### src/rtl/owm_pkg.sv
// ----------------------------------------------------------------------------
// 1-Wire master package
// Widths, register indexes, mode codes, shared types and the timer clamp.
// ----------------------------------------------------------------------------
package owm_pkg;

  localparam int TIMER_WIDTH = 10;
  localparam int CLAMP_W     = (TIMER_WIDTH > 10) ? TIMER_WIDTH : 10;
  localparam int QUEUE_DEPTH = 2;
  localparam int QPTR_W      = (QUEUE_DEPTH > 1) ? $clog2(QUEUE_DEPTH) : 1;
  localparam int QCNT_W      = $clog2(QUEUE_DEPTH + 1);
  localparam int CFG_IDX_W   = 3;
  localparam int CFG_DATA_W  = 10;

  localparam logic [CFG_IDX_W-1:0] REG_RESET_LOW     = 3'd0;
  localparam logic [CFG_IDX_W-1:0] REG_PRESENCE_WAIT = 3'd1;
  localparam logic [CFG_IDX_W-1:0] REG_RESET_TAIL    = 3'd2;
  localparam logic [CFG_IDX_W-1:0] REG_SLOT          = 3'd3;
  localparam logic [CFG_IDX_W-1:0] REG_SHORT_LOW     = 3'd4;
  localparam logic [CFG_IDX_W-1:0] REG_WRITE0_LOW    = 3'd5;
  localparam logic [CFG_IDX_W-1:0] REG_READ_SAMPLE   = 3'd6;

  localparam logic [9:0] RESET_LOW_DEF     = 10'd480;
  localparam logic [7:0] PRESENCE_WAIT_DEF = 8'd70;
  localparam logic [9:0] RESET_TAIL_DEF    = 10'd410;
  localparam logic [7:0] SLOT_DEF          = 8'd70;
  localparam logic [5:0] SHORT_LOW_DEF     = 6'd6;
  localparam logic [7:0] WRITE0_LOW_DEF    = 8'd60;
  localparam logic [5:0] READ_SAMPLE_DEF   = 6'd9;

  localparam logic [2:0] MODE_RESET    = 3'd0;
  localparam logic [2:0] MODE_WR_BIT   = 3'd1;
  localparam logic [2:0] MODE_RD_BIT   = 3'd2;
  localparam logic [2:0] MODE_WR_BYTE  = 3'd3;
  localparam logic [2:0] MODE_RD_BYTE  = 3'd4;

  typedef struct packed {
    logic [9:0] reset_low;
    logic [7:0] presence_wait;
    logic [9:0] reset_tail;
    logic [7:0] slot;
    logic [5:0] short_low;
    logic [7:0] write0_low;
    logic [5:0] read_sample;
  } cfg_t;

  typedef struct packed {
    logic       cmd_ok;
    logic       is_reset;
    logic [2:0] mode;
    logic [7:0] shift;
    logic       bus;
  } item_t;

  function automatic logic [TIMER_WIDTH-1:0] clamp_len(logic [9:0] len);
    logic [CLAMP_W-1:0] wide;
    logic [CLAMP_W-1:0] lim;
    wide = CLAMP_W'(len);
    lim  = CLAMP_W'({TIMER_WIDTH{1'b1}});
    if (wide > lim) begin
      return {TIMER_WIDTH{1'b1}};
    end
    return wide[TIMER_WIDTH-1:0];
  endfunction

endpackage

### src/rtl/owm_cfg_regs.sv
// ----------------------------------------------------------------------------
// 1-Wire master configuration registers
// Timing registers written by index, reset to standard-speed values.
// ----------------------------------------------------------------------------
module owm_cfg_regs (
  input  logic                           clk_i,
  input  logic                           rst_ni,
  input  logic                           cfg_we_i,
  input  logic [owm_pkg::CFG_IDX_W-1:0]  cfg_index_i,
  input  logic [owm_pkg::CFG_DATA_W-1:0] cfg_wdata_i,
  output owm_pkg::cfg_t                  cfg_o
);
  import owm_pkg::*;

  cfg_t cfg_q, cfg_d;

  always_comb begin
    cfg_d = cfg_q;
    if (cfg_we_i) begin
      unique case (cfg_index_i)
        REG_RESET_LOW:     cfg_d.reset_low     = cfg_wdata_i[9:0];
        REG_PRESENCE_WAIT: cfg_d.presence_wait = cfg_wdata_i[7:0];
        REG_RESET_TAIL:    cfg_d.reset_tail    = cfg_wdata_i[9:0];
        REG_SLOT:          cfg_d.slot          = cfg_wdata_i[7:0];
        REG_SHORT_LOW:     cfg_d.short_low     = cfg_wdata_i[5:0];
        REG_WRITE0_LOW:    cfg_d.write0_low    = cfg_wdata_i[7:0];
        REG_READ_SAMPLE:   cfg_d.read_sample   = cfg_wdata_i[5:0];
        default:           cfg_d = cfg_q;
      endcase
    end
  end

  always_ff @(posedge clk_i or negedge rst_ni) begin
    if (!rst_ni) begin
      cfg_q.reset_low     <= RESET_LOW_DEF;
      cfg_q.presence_wait <= PRESENCE_WAIT_DEF;
      cfg_q.reset_tail    <= RESET_TAIL_DEF;
      cfg_q.slot          <= SLOT_DEF;
      cfg_q.short_low     <= SHORT_LOW_DEF;
      cfg_q.write0_low    <= WRITE0_LOW_DEF;
      cfg_q.read_sample   <= READ_SAMPLE_DEF;
    end else begin
      cfg_q <= cfg_d;
    end
  end

  assign cfg_o = cfg_q;

endmodule

### src/rtl/owm_front.sv
// ----------------------------------------------------------------------------
// 1-Wire master front end
// Accepts tick requests and classifies the command they carry.
// ----------------------------------------------------------------------------
module owm_front (
  input  logic           in_valid_i,
  output logic           in_stall_o,
  input  logic           cmd_valid_i,
  input  logic [2:0]     mode_i,
  input  logic [7:0]     tx_data_i,
  input  logic           bus_level_i,
  input  logic           q_full_i,
  output logic           q_push_o,
  output owm_pkg::item_t q_item_o
);
  import owm_pkg::*;

  assign in_stall_o = q_full_i;
  assign q_push_o   = in_valid_i && !q_full_i;

  always_comb begin
    q_item_o.cmd_ok   = cmd_valid_i && (mode_i <= MODE_RD_BYTE);
    q_item_o.is_reset = (mode_i == MODE_RESET);
    q_item_o.mode     = mode_i;
    q_item_o.bus      = bus_level_i;
    case (mode_i)
      MODE_WR_BIT:  q_item_o.shift = {7'd0, tx_data_i[0]};
      MODE_WR_BYTE: q_item_o.shift = tx_data_i;
      default:      q_item_o.shift = 8'd0;
    endcase
  end

endmodule

### src/rtl/owm_queue.sv
// ----------------------------------------------------------------------------
// 1-Wire master request queue
// Short FIFO between the front end and the slot sequencer.
// ----------------------------------------------------------------------------
module owm_queue (
  input  logic           clk_i,
  input  logic           rst_ni,
  input  logic           push_i,
  input  owm_pkg::item_t item_i,
  input  logic           pop_i,
  output owm_pkg::item_t item_o,
  output logic           full_o,
  output logic           empty_o
);
  import owm_pkg::*;

  item_t mem_q [QUEUE_DEPTH];
  logic [QPTR_W-1:0] wptr_q, wptr_d, rptr_q, rptr_d;
  logic [QCNT_W-1:0] cnt_q, cnt_d;

  assign full_o  = (cnt_q == QCNT_W'(QUEUE_DEPTH));
  assign empty_o = (cnt_q == '0);
  assign item_o  = mem_q[rptr_q];

  always_comb begin
    wptr_d = wptr_q;
    rptr_d = rptr_q;
    cnt_d  = cnt_q;
    if (push_i) begin
      wptr_d = (wptr_q == QPTR_W'(QUEUE_DEPTH - 1)) ? '0 : wptr_q + QPTR_W'(1);
    end
    if (pop_i) begin
      rptr_d = (rptr_q == QPTR_W'(QUEUE_DEPTH - 1)) ? '0 : rptr_q + QPTR_W'(1);
    end
    if (push_i && !pop_i) begin
      cnt_d = cnt_q + QCNT_W'(1);
    end else if (pop_i && !push_i) begin
      cnt_d = cnt_q - QCNT_W'(1);
    end
  end

  always_ff @(posedge clk_i) begin
    if (push_i) begin
      mem_q[wptr_q] <= item_i;
    end
  end

  always_ff @(posedge clk_i or negedge rst_ni) begin
    if (!rst_ni) begin
      wptr_q <= '0;
      rptr_q <= '0;
      cnt_q  <= '0;
    end else begin
      wptr_q <= wptr_d;
      rptr_q <= rptr_d;
      cnt_q  <= cnt_d;
    end
  end

endmodule

### src/rtl/owm_back.sv
// ----------------------------------------------------------------------------
// 1-Wire master slot sequencer
// Runs reset and slot phases one tick per request, registers the result.
// ----------------------------------------------------------------------------
module owm_back (
  input  logic           clk_i,
  input  logic           rst_ni,
  input  owm_pkg::cfg_t  cfg_i,
  input  owm_pkg::item_t item_i,
  input  logic           q_empty_i,
  output logic           q_pop_o,
  output logic           out_valid_o,
  input  logic           out_stall_i,
  output logic           drive_low_o,
  output logic           busy_res_o,
  output logic           done_res_o,
  output logic [7:0]     rx_data_o,
  output logic           no_device_o
);
  import owm_pkg::*;

  typedef enum logic [6:0] {
    PH_IDLE  = 7'b0000001,
    PH_RLOW  = 7'b0000010,
    PH_RWAIT = 7'b0000100,
    PH_RSAMP = 7'b0001000,
    PH_RTAIL = 7'b0010000,
    PH_SLOW  = 7'b0100000,
    PH_SREL  = 7'b1000000
  } phase_e;

  localparam int TW = TIMER_WIDTH;

  function automatic logic [7:0] low_len(logic rd, logic b0, cfg_t c);
    return (rd || b0) ? {2'd0, c.short_low} : c.write0_low;
  endfunction

  function automatic logic [7:0] rel_len(logic rd, logic [7:0] lo, cfg_t c);
    logic [7:0] r;
    logic [7:0] rmin;
    r    = (c.slot > lo) ? c.slot - lo : 8'd0;
    rmin = {2'd0, c.read_sample} + 8'd1;
    if (rd) begin
      if (r < rmin) r = rmin;
    end else if (lo == 8'd0 && r == 8'd0) begin
      r = 8'd1;
    end
    return r;
  endfunction

  phase_e      phase_q, phase_d, cur_ph, eos_ph;
  logic [TW-1:0] tick_q, tick_d, cur_tick, len;
  logic [TW:0]   tick_inc;
  logic [3:0]  bit_q, bit_d, cur_bit, eos_bit, slots;
  logic [7:0]  shift_q, shift_d, cur_shift, smp_shift, eos_shift;
  logic [2:0]  mode_q, mode_d, cur_mode;
  logic        pres_q, pres_d, cur_pres, smp_pres;
  logic        rd, start;
  logic [7:0]  lo_cur, lo_eos;
  logic [TW-1:0] rel_cur_c, lo_eos_c;

  logic        out_valid_q;
  logic        drive_q, drive_d, busy_q, busy_d, done_q, done_d, nodev_q, nodev_d;
  logic [7:0]  rx_q, rx_d;

  assign q_pop_o = !q_empty_i && (!out_valid_q || !out_stall_i);
  assign start   = (phase_q == PH_IDLE) && item_i.cmd_ok;

  always_comb begin
    if (start) begin
      cur_mode  = item_i.mode;
      cur_shift = item_i.shift;
      cur_tick  = '0;
      cur_bit   = '0;
      cur_pres  = 1'b0;
    end else begin
      cur_mode  = mode_q;
      cur_shift = shift_q;
      cur_tick  = tick_q;
      cur_bit   = bit_q;
      cur_pres  = pres_q;
    end
    rd     = (cur_mode == MODE_RD_BIT) || (cur_mode == MODE_RD_BYTE);
    lo_cur = low_len(rd, cur_shift[0], cfg_i);

    if (!start) begin
      cur_ph = phase_q;
    end else if (item_i.is_reset) begin
      if (clamp_len(cfg_i.reset_low) != '0) begin
        cur_ph = PH_RLOW;
      end else if (clamp_len({2'd0, cfg_i.presence_wait}) != '0) begin
        cur_ph = PH_RWAIT;
      end else begin
        cur_ph = PH_RSAMP;
      end
    end else begin
      cur_ph = (clamp_len({2'd0, lo_cur}) != '0) ? PH_SLOW : PH_SREL;
    end

    smp_pres  = (cur_ph == PH_RSAMP) ? !item_i.bus : cur_pres;
    smp_shift = cur_shift;
    if (cur_ph == PH_SREL && rd && cur_tick == TW'(cfg_i.read_sample)) begin
      smp_shift = (cur_mode == MODE_RD_BYTE) ? {item_i.bus, cur_shift[7:1]}
                                             : {7'd0, item_i.bus};
    end

    rel_cur_c = clamp_len({2'd0, rel_len(rd, lo_cur, cfg_i)});

    unique case (cur_ph)
      PH_RLOW:  len = clamp_len(cfg_i.reset_low);
      PH_RWAIT: len = clamp_len({2'd0, cfg_i.presence_wait});
      PH_RSAMP: len = TW'(1);
      PH_RTAIL: len = clamp_len(cfg_i.reset_tail);
      PH_SLOW:  len = clamp_len({2'd0, lo_cur});
      PH_SREL:  len = rel_cur_c;
      default:  len = '0;
    endcase

    eos_bit   = cur_bit + 4'd1;
    eos_shift = (cur_mode == MODE_WR_BYTE) ? {1'b0, smp_shift[7:1]} : smp_shift;
    slots     = (cur_mode >= MODE_WR_BYTE) ? 4'd8 : 4'd1;
    lo_eos    = low_len(rd, eos_shift[0], cfg_i);
    lo_eos_c  = clamp_len({2'd0, lo_eos});
    if (eos_bit >= slots) begin
      eos_ph = PH_IDLE;
    end else begin
      eos_ph = (lo_eos_c != '0) ? PH_SLOW : PH_SREL;
    end

    tick_inc = {1'b0, cur_tick} + (TW+1)'(1);

    phase_d = cur_ph;
    tick_d  = tick_inc[TW-1:0];
    bit_d   = cur_bit;
    shift_d = smp_shift;
    mode_d  = cur_mode;
    pres_d  = smp_pres;

    if (cur_ph == PH_IDLE) begin
      tick_d  = cur_tick;
      shift_d = cur_shift;
      pres_d  = cur_pres;
    end else if (tick_inc >= {1'b0, len}) begin
      tick_d = '0;
      unique case (cur_ph)
        PH_RLOW: begin
          phase_d = (clamp_len({2'd0, cfg_i.presence_wait}) != '0) ? PH_RWAIT : PH_RSAMP;
        end
        PH_RWAIT: phase_d = PH_RSAMP;
        PH_RSAMP: begin
          phase_d = (clamp_len(cfg_i.reset_tail) != '0) ? PH_RTAIL : PH_IDLE;
        end
        PH_RTAIL: phase_d = PH_IDLE;
        PH_SLOW: begin
          if (rel_cur_c != '0) begin
            phase_d = PH_SREL;
          end else begin
            phase_d = eos_ph;
            bit_d   = eos_bit;
            shift_d = eos_shift;
          end
        end
        PH_SREL: begin
          phase_d = eos_ph;
          bit_d   = eos_bit;
          shift_d = eos_shift;
        end
        default: phase_d = PH_IDLE;
      endcase
    end

    drive_d = (cur_ph == PH_RLOW) || (cur_ph == PH_SLOW);
    busy_d  = (cur_ph != PH_IDLE);
    done_d  = busy_d && (phase_d == PH_IDLE);
    rx_d    = (done_d && rd) ? shift_d : 8'd0;
    nodev_d = done_d && (cur_mode == MODE_RESET) && !pres_d;
  end

  always_ff @(posedge clk_i or negedge rst_ni) begin
    if (!rst_ni) begin
      phase_q     <= PH_IDLE;
      tick_q      <= '0;
      bit_q       <= '0;
      shift_q     <= '0;
      mode_q      <= '0;
      pres_q      <= 1'b0;
      out_valid_q <= 1'b0;
    end else begin
      if (q_pop_o) begin
        phase_q <= phase_d;
        tick_q  <= tick_d;
        bit_q   <= bit_d;
        shift_q <= shift_d;
        mode_q  <= mode_d;
        pres_q  <= pres_d;
      end
      if (q_pop_o) begin
        out_valid_q <= 1'b1;
      end else if (!out_stall_i) begin
        out_valid_q <= 1'b0;
      end
    end
  end

  always_ff @(posedge clk_i) begin
    if (q_pop_o) begin
      drive_q <= drive_d;
      busy_q  <= busy_d;
      done_q  <= done_d;
      rx_q    <= rx_d;
      nodev_q <= nodev_d;
    end
  end

  assign out_valid_o = out_valid_q;
  assign drive_low_o = drive_q;
  assign busy_res_o  = busy_q;
  assign done_res_o  = done_q;
  assign rx_data_o   = rx_q;
  assign no_device_o = nodev_q;

endmodule

### src/rtl/onewire_master_slot_engine.sv
// ----------------------------------------------------------------------------
// 1-Wire bus master slot engine
// One request per microsecond tick; reset/presence, bit and byte slots.
//
//   channel  direction  handshake               payload
//   in       to block   in_valid_i/in_stall_o   cmd_valid, mode, tx_data, bus_level
//   out      from block out_valid_o/out_stall_i drive_low, busy_res, done_res,
//                                               rx_data, no_device
//   cfg      to block   cfg_we_i                cfg_index_i, cfg_wdata_i
//
// Sustained rate is one tick per clock while the output is not stalled; the
// phase timer and its length compare form the feedback loop in the slot sequencer.
// From accept to result a request passes a queue entry, then the output register.
// Reset puts the sequencer idle and loads standard-speed timing values.
// A two-entry queue lets input and output stall independently.
// ----------------------------------------------------------------------------
module onewire_master_slot_engine (
  input  logic                           clk_i,
  input  logic                           rst_ni,
  input  logic                           in_valid_i,
  output logic                           in_stall_o,
  input  logic                           cmd_valid_i,
  input  logic [2:0]                     mode_i,
  input  logic [7:0]                     tx_data_i,
  input  logic                           bus_level_i,
  output logic                           out_valid_o,
  input  logic                           out_stall_i,
  output logic                           drive_low_o,
  output logic                           busy_res_o,
  output logic                           done_res_o,
  output logic [7:0]                     rx_data_o,
  output logic                           no_device_o,
  input  logic                           cfg_we_i,
  input  logic [owm_pkg::CFG_IDX_W-1:0]  cfg_index_i,
  input  logic [owm_pkg::CFG_DATA_W-1:0] cfg_wdata_i
);
  import owm_pkg::*;

  cfg_t  cfg;
  item_t push_item, head_item;
  logic  q_push, q_pop, q_full, q_empty;

  owm_cfg_regs u_cfg (
    .clk_i       (clk_i),
    .rst_ni      (rst_ni),
    .cfg_we_i    (cfg_we_i),
    .cfg_index_i (cfg_index_i),
    .cfg_wdata_i (cfg_wdata_i),
    .cfg_o       (cfg)
  );

  owm_front u_front (
    .in_valid_i  (in_valid_i),
    .in_stall_o  (in_stall_o),
    .cmd_valid_i (cmd_valid_i),
    .mode_i      (mode_i),
    .tx_data_i   (tx_data_i),
    .bus_level_i (bus_level_i),
    .q_full_i    (q_full),
    .q_push_o    (q_push),
    .q_item_o    (push_item)
  );

  owm_queue u_queue (
    .clk_i   (clk_i),
    .rst_ni  (rst_ni),
    .push_i  (q_push),
    .item_i  (push_item),
    .pop_i   (q_pop),
    .item_o  (head_item),
    .full_o  (q_full),
    .empty_o (q_empty)
  );

  owm_back u_back (
    .clk_i       (clk_i),
    .rst_ni      (rst_ni),
    .cfg_i       (cfg),
    .item_i      (head_item),
    .q_empty_i   (q_empty),
    .q_pop_o     (q_pop),
    .out_valid_o (out_valid_o),
    .out_stall_i (out_stall_i),
    .drive_low_o (drive_low_o),
    .busy_res_o  (busy_res_o),
    .done_res_o  (done_res_o),
    .rx_data_o   (rx_data_o),
    .no_device_o (no_device_o)
  );

endmodule

### config.mk
export PLATFORM = sky130hd
export DESIGN_NAME = onewire_master_slot_engine
export DESIGN_NICKNAME = d
export VERILOG_FILES = /design/src/rtl/owm_pkg.sv /design/src/rtl/owm_cfg_regs.sv /design/src/rtl/owm_front.sv /design/src/rtl/owm_queue.sv /design/src/rtl/owm_back.sv /design/src/rtl/onewire_master_slot_engine.sv
export SDC_FILE = /design/constraint.sdc
export NUM_CORES = 1
export LEC_CHECK = 0
export CAP_MARGIN = 10
export CORE_UTILIZATION = 55
export CTS_CLUSTER_SIZE = 28
export DETAILED_ROUTE_END_ITERATION = 6
export DONT_BUFFER_PORTS = 1
export PLACE_DENSITY = 0.7
export SLEW_MARGIN = 10
export SYNTH_ARGS = -nofsm -noshare
export SYNTH_HDL_FRONTEND = slang
export SYNTH_SLANG_ARGS = --single-unit
### constraint.sdc
create_clock -name clk_i -period 9.2 [get_ports clk_i]
set_input_delay 0.46 -clock clk_i [delete_from_list [all_inputs] [get_ports clk_i]]
set_output_delay 0.46 -clock clk_i [all_outputs]
set_load 0.01 [all_outputs]
==> flow_metrics.py <==
metrics = {
    "run_status": {
        "status": "finished clean",
    },
    "sta": {
        "min_period_ns": 8.61,
        "max_freq_mhz": 116,
        "tightest_slew_ns": 1.17,
        "slew_viol_final": 0,
        "skew_ns": 0.0117,
        "slew_headroom_pct": 21.9,
        "finalHoldViolCount": 0,
        "whs_ns": 0.128,
        "min_period_over_period_pct": 93.6,
        "final-setup-viol-count": 0,
    },
    "setup_path": {
        "arrival_ns": 8.90,
        "crit_path_frequent_cell": "ha_1",
        "cp_max_fo": 11,
        "path_buf_inv": 2,
        "worst-r2r-cell-count": 34,
        "slowest_delay_ns": 0.65,
        "critPathLaunchType": "flip-flop",
        "cpMaxStageDelayCell": "or4_4",
        "critical-path-top-delay-family": "compound AO/OA/AOI/OAI gates",
        "reg2reg_to": "u_back.rx_data_o[7]",
        "crit_type": "flip-flop to flip-flop",
        "crit-reg2reg-launch": "u_back.phase_q[2]",
        "worstSetupEndpointType": "flip-flop",
        "r2r_slack_ns": 0.59,
        "crit_cells": 34,
        "cp.required_ns": 9.49,
    },
    "detailed_routing": {
        "drt-total-wl_mm": 23.8,
        "drc_errors": 0,
        "ant_nets": 0,
        "drt-vias-per-instance": 6.58,
        "vias": 7192,
        "drt-initial-drc-count": 656,
        "routedWlPerCell_um": 21.8,
        "firstDrtPassIters": 6,
    },
    "die": {
        "start_util_pct": 56.8,
        "die_area_um2": 16300,
        "ios": 45,
        "dieWidth_um": 128,
        "std_cell_rows": 45,
        "dieHeight_um": 128,
        "core_area_um2": 15300,
    },
    "synth": {
        "synth_area_um2": 8700,
        "synthFlopType": "dfrtp_1",
        "syn_avg_cell_area_um2": 10.0,
        "yosys_warnings": 0,
        "async_flop_share_pct": 70.1,
        "ys_types": 88,
        "synth_edf_count": 40,
        "ys_seq_area_share_pct": 41.2,
        "synthesis.instances": 866,
        "syn-num-nets": 926,
        "synth-seq-cells": 134,
    },
    "hold_path": {
        "worstHoldEndpoint": "u_queue.mem_q[0][0]",
        "min_path_type": "input port to flip-flop",
        "hold_path_startpoint": "bus_level_i",
        "hold_depth": 0,
    },
    "cts": {
        "clk_pin_slew_worst_paths_ns": 0.07,
        "htree_levels": 4,
        "cts.sinks": 134,
        "cts_tree": "built",
        "clk_path_buf_depth": 2,
        "ctsRootBufferMaster": "clkbuf_16",
        "cts_buffers": 17,
        "clk_latency_ns": 0.42,
    },
    "layout": {
        "layout.nets": 929,
        "stdcell_count": 1093,
        "diodes": 0,
        "layout_commonest_cell": "nand2_1",
        "final-seq-area_um2": 3580,
        "drive_above_1_share_pct": 20.5,
        "final_cell_mix": "73 x nand2_1, 70 x dfrtp_1, 65 x mux2_2",
        "multi_input_area_um2": 4950,
        "syn2layout_area_growth_pct": 10.7,
        "fill_cells": 1302,
    },
    "placement": {
        "io_buffers": 0,
        "place_hpwl_mm": 17.7,
        "place_inst": 1055,
        "gp_congestion": 0.938,
    },
    "grt": {
        "antenna_found_initial": 0,
        "grt_pass1_wl_mm": 37.5,
        "track_usage_pct": 30.2,
        "grt_max_degree": 95,
        "grt_pass1_vias": 6799,
        "grt.overflow.total": 0,
    },
    "flow_run": {
        "drv_cap": 0,
    },
}
## logic make-up (layout without fill, tap and decap cells)
family                     count (synthesis)  after routing  synth area share (%)
DFF                                      134            134                  41.2
AOI/OAI and AO/OA                        227            227                  18.7
and+or+nand+nor                          297            297                  18.6
xor gates and xnor gates                  31             31                  3.12
muxes                                     92             92                  11.6
buffers and inverters                     56             72                  2.73
adders and majority gates                 29             29                  4.17
## metrics by stage
step / area, um^2 / setup WS, ns / TNS [ns] / util (%)
final: 9630 / 0.589 / 0 / 62.9
after floorplan: 8700 / 0.765 / 0 / -
after global placement: 8930 / 0.450 / 0 / 58.3
after global routing: 9630 / -0.00503 / -0.00503 / 62.9
after detailed placement: 8930 / 0.219 / 0 / 58.3
after CTS: 9550 / 0.189 / 0 / 62.3
## final cells by class
cell class / instances / share of cell area [%]
clock buffer: 18 / 4.68
clock inverter: 14 / 1.33
inverter: 16 / 0.624
multi-input combinational: 676 / 51.4
sequential: 134 / 37.2
tap: 211 / 2.74
timing repair buffer: 24 / 2.08
## worst max path at each step
stage | end | slack [ns] | start
3_3_place_gp | u_back.rx_data_o[7] | 0.45 | u_back.phase_q[0]
6_report | u_back.rx_data_o[7] | 0.59 | u_back.phase_q[2]
4_1_cts | u_back.rx_data_o[7] | 0.19 | u_back.phase_q[0]
3_5_place_dp | u_back.rx_data_o[7] | 0.22 | u_back.phase_q[0]
2_1_floorplan | u_back.rx_data_o[7] | 0.76 | u_back.phase_q[2]
5_1_grt | u_back.rx_data_o[7] | -0.005 | u_back.phase_q[2]
## flip-flops by register name (all words and copies together), names as in the netlist, 2 cells and up
| signal | flops |
|---|---|
| u_back.shift_q | 8 |
| u_back.phase_q | 7 |
| u_back.mode_q | 3 |
| u_back.bit_q | 4 |
| u_queue.cnt_q | 2 |
| u_back.tick_q | 10 |
| u_cfg.cfg_o | 56 |
| u_queue.mem_q | 28 |
| u_back.rx_data_o | 8 |
## metal layers
layer | global-route usage [%] | up-vias | part of all wire, %
li1 | - | 3306 | -
met1 | 43.4 | 3585 | 47
met2 | 46.1 | 267 | 46
met3 | 6.51 | 34 | 6.3
met4 | 8.37 | 0 | 1.6
met5 | 0 | - | 0
## timing repair
action / in CTS / in global routing
hold buffers: 2 / 0
resized for setup: 0 / 11
setup endpoints to repair: 0 / 12
buffers inserted: 0 / 3
hold endpoints to repair: 94 / 0
## cell usage after synthesis (all sizes together) (25+ instances only)
master / count / area, um^2
clkbuf: 34 / 128
dfrtp: 70 / 1750
ha: 29 / 363
mux2: 66 / 747
nand2: 74 / 278
edfxtp: 40 / 1200
a21oi: 30 / 154
mux2i: 26 / 260
nand3: 25 / 125
and2: 25 / 156
o21ai: 62 / 310
nor2: 64 / 255
Power is not shown: default switching activity piles up to over one toggle a cycle in this logic, so the estimate is an artifact.
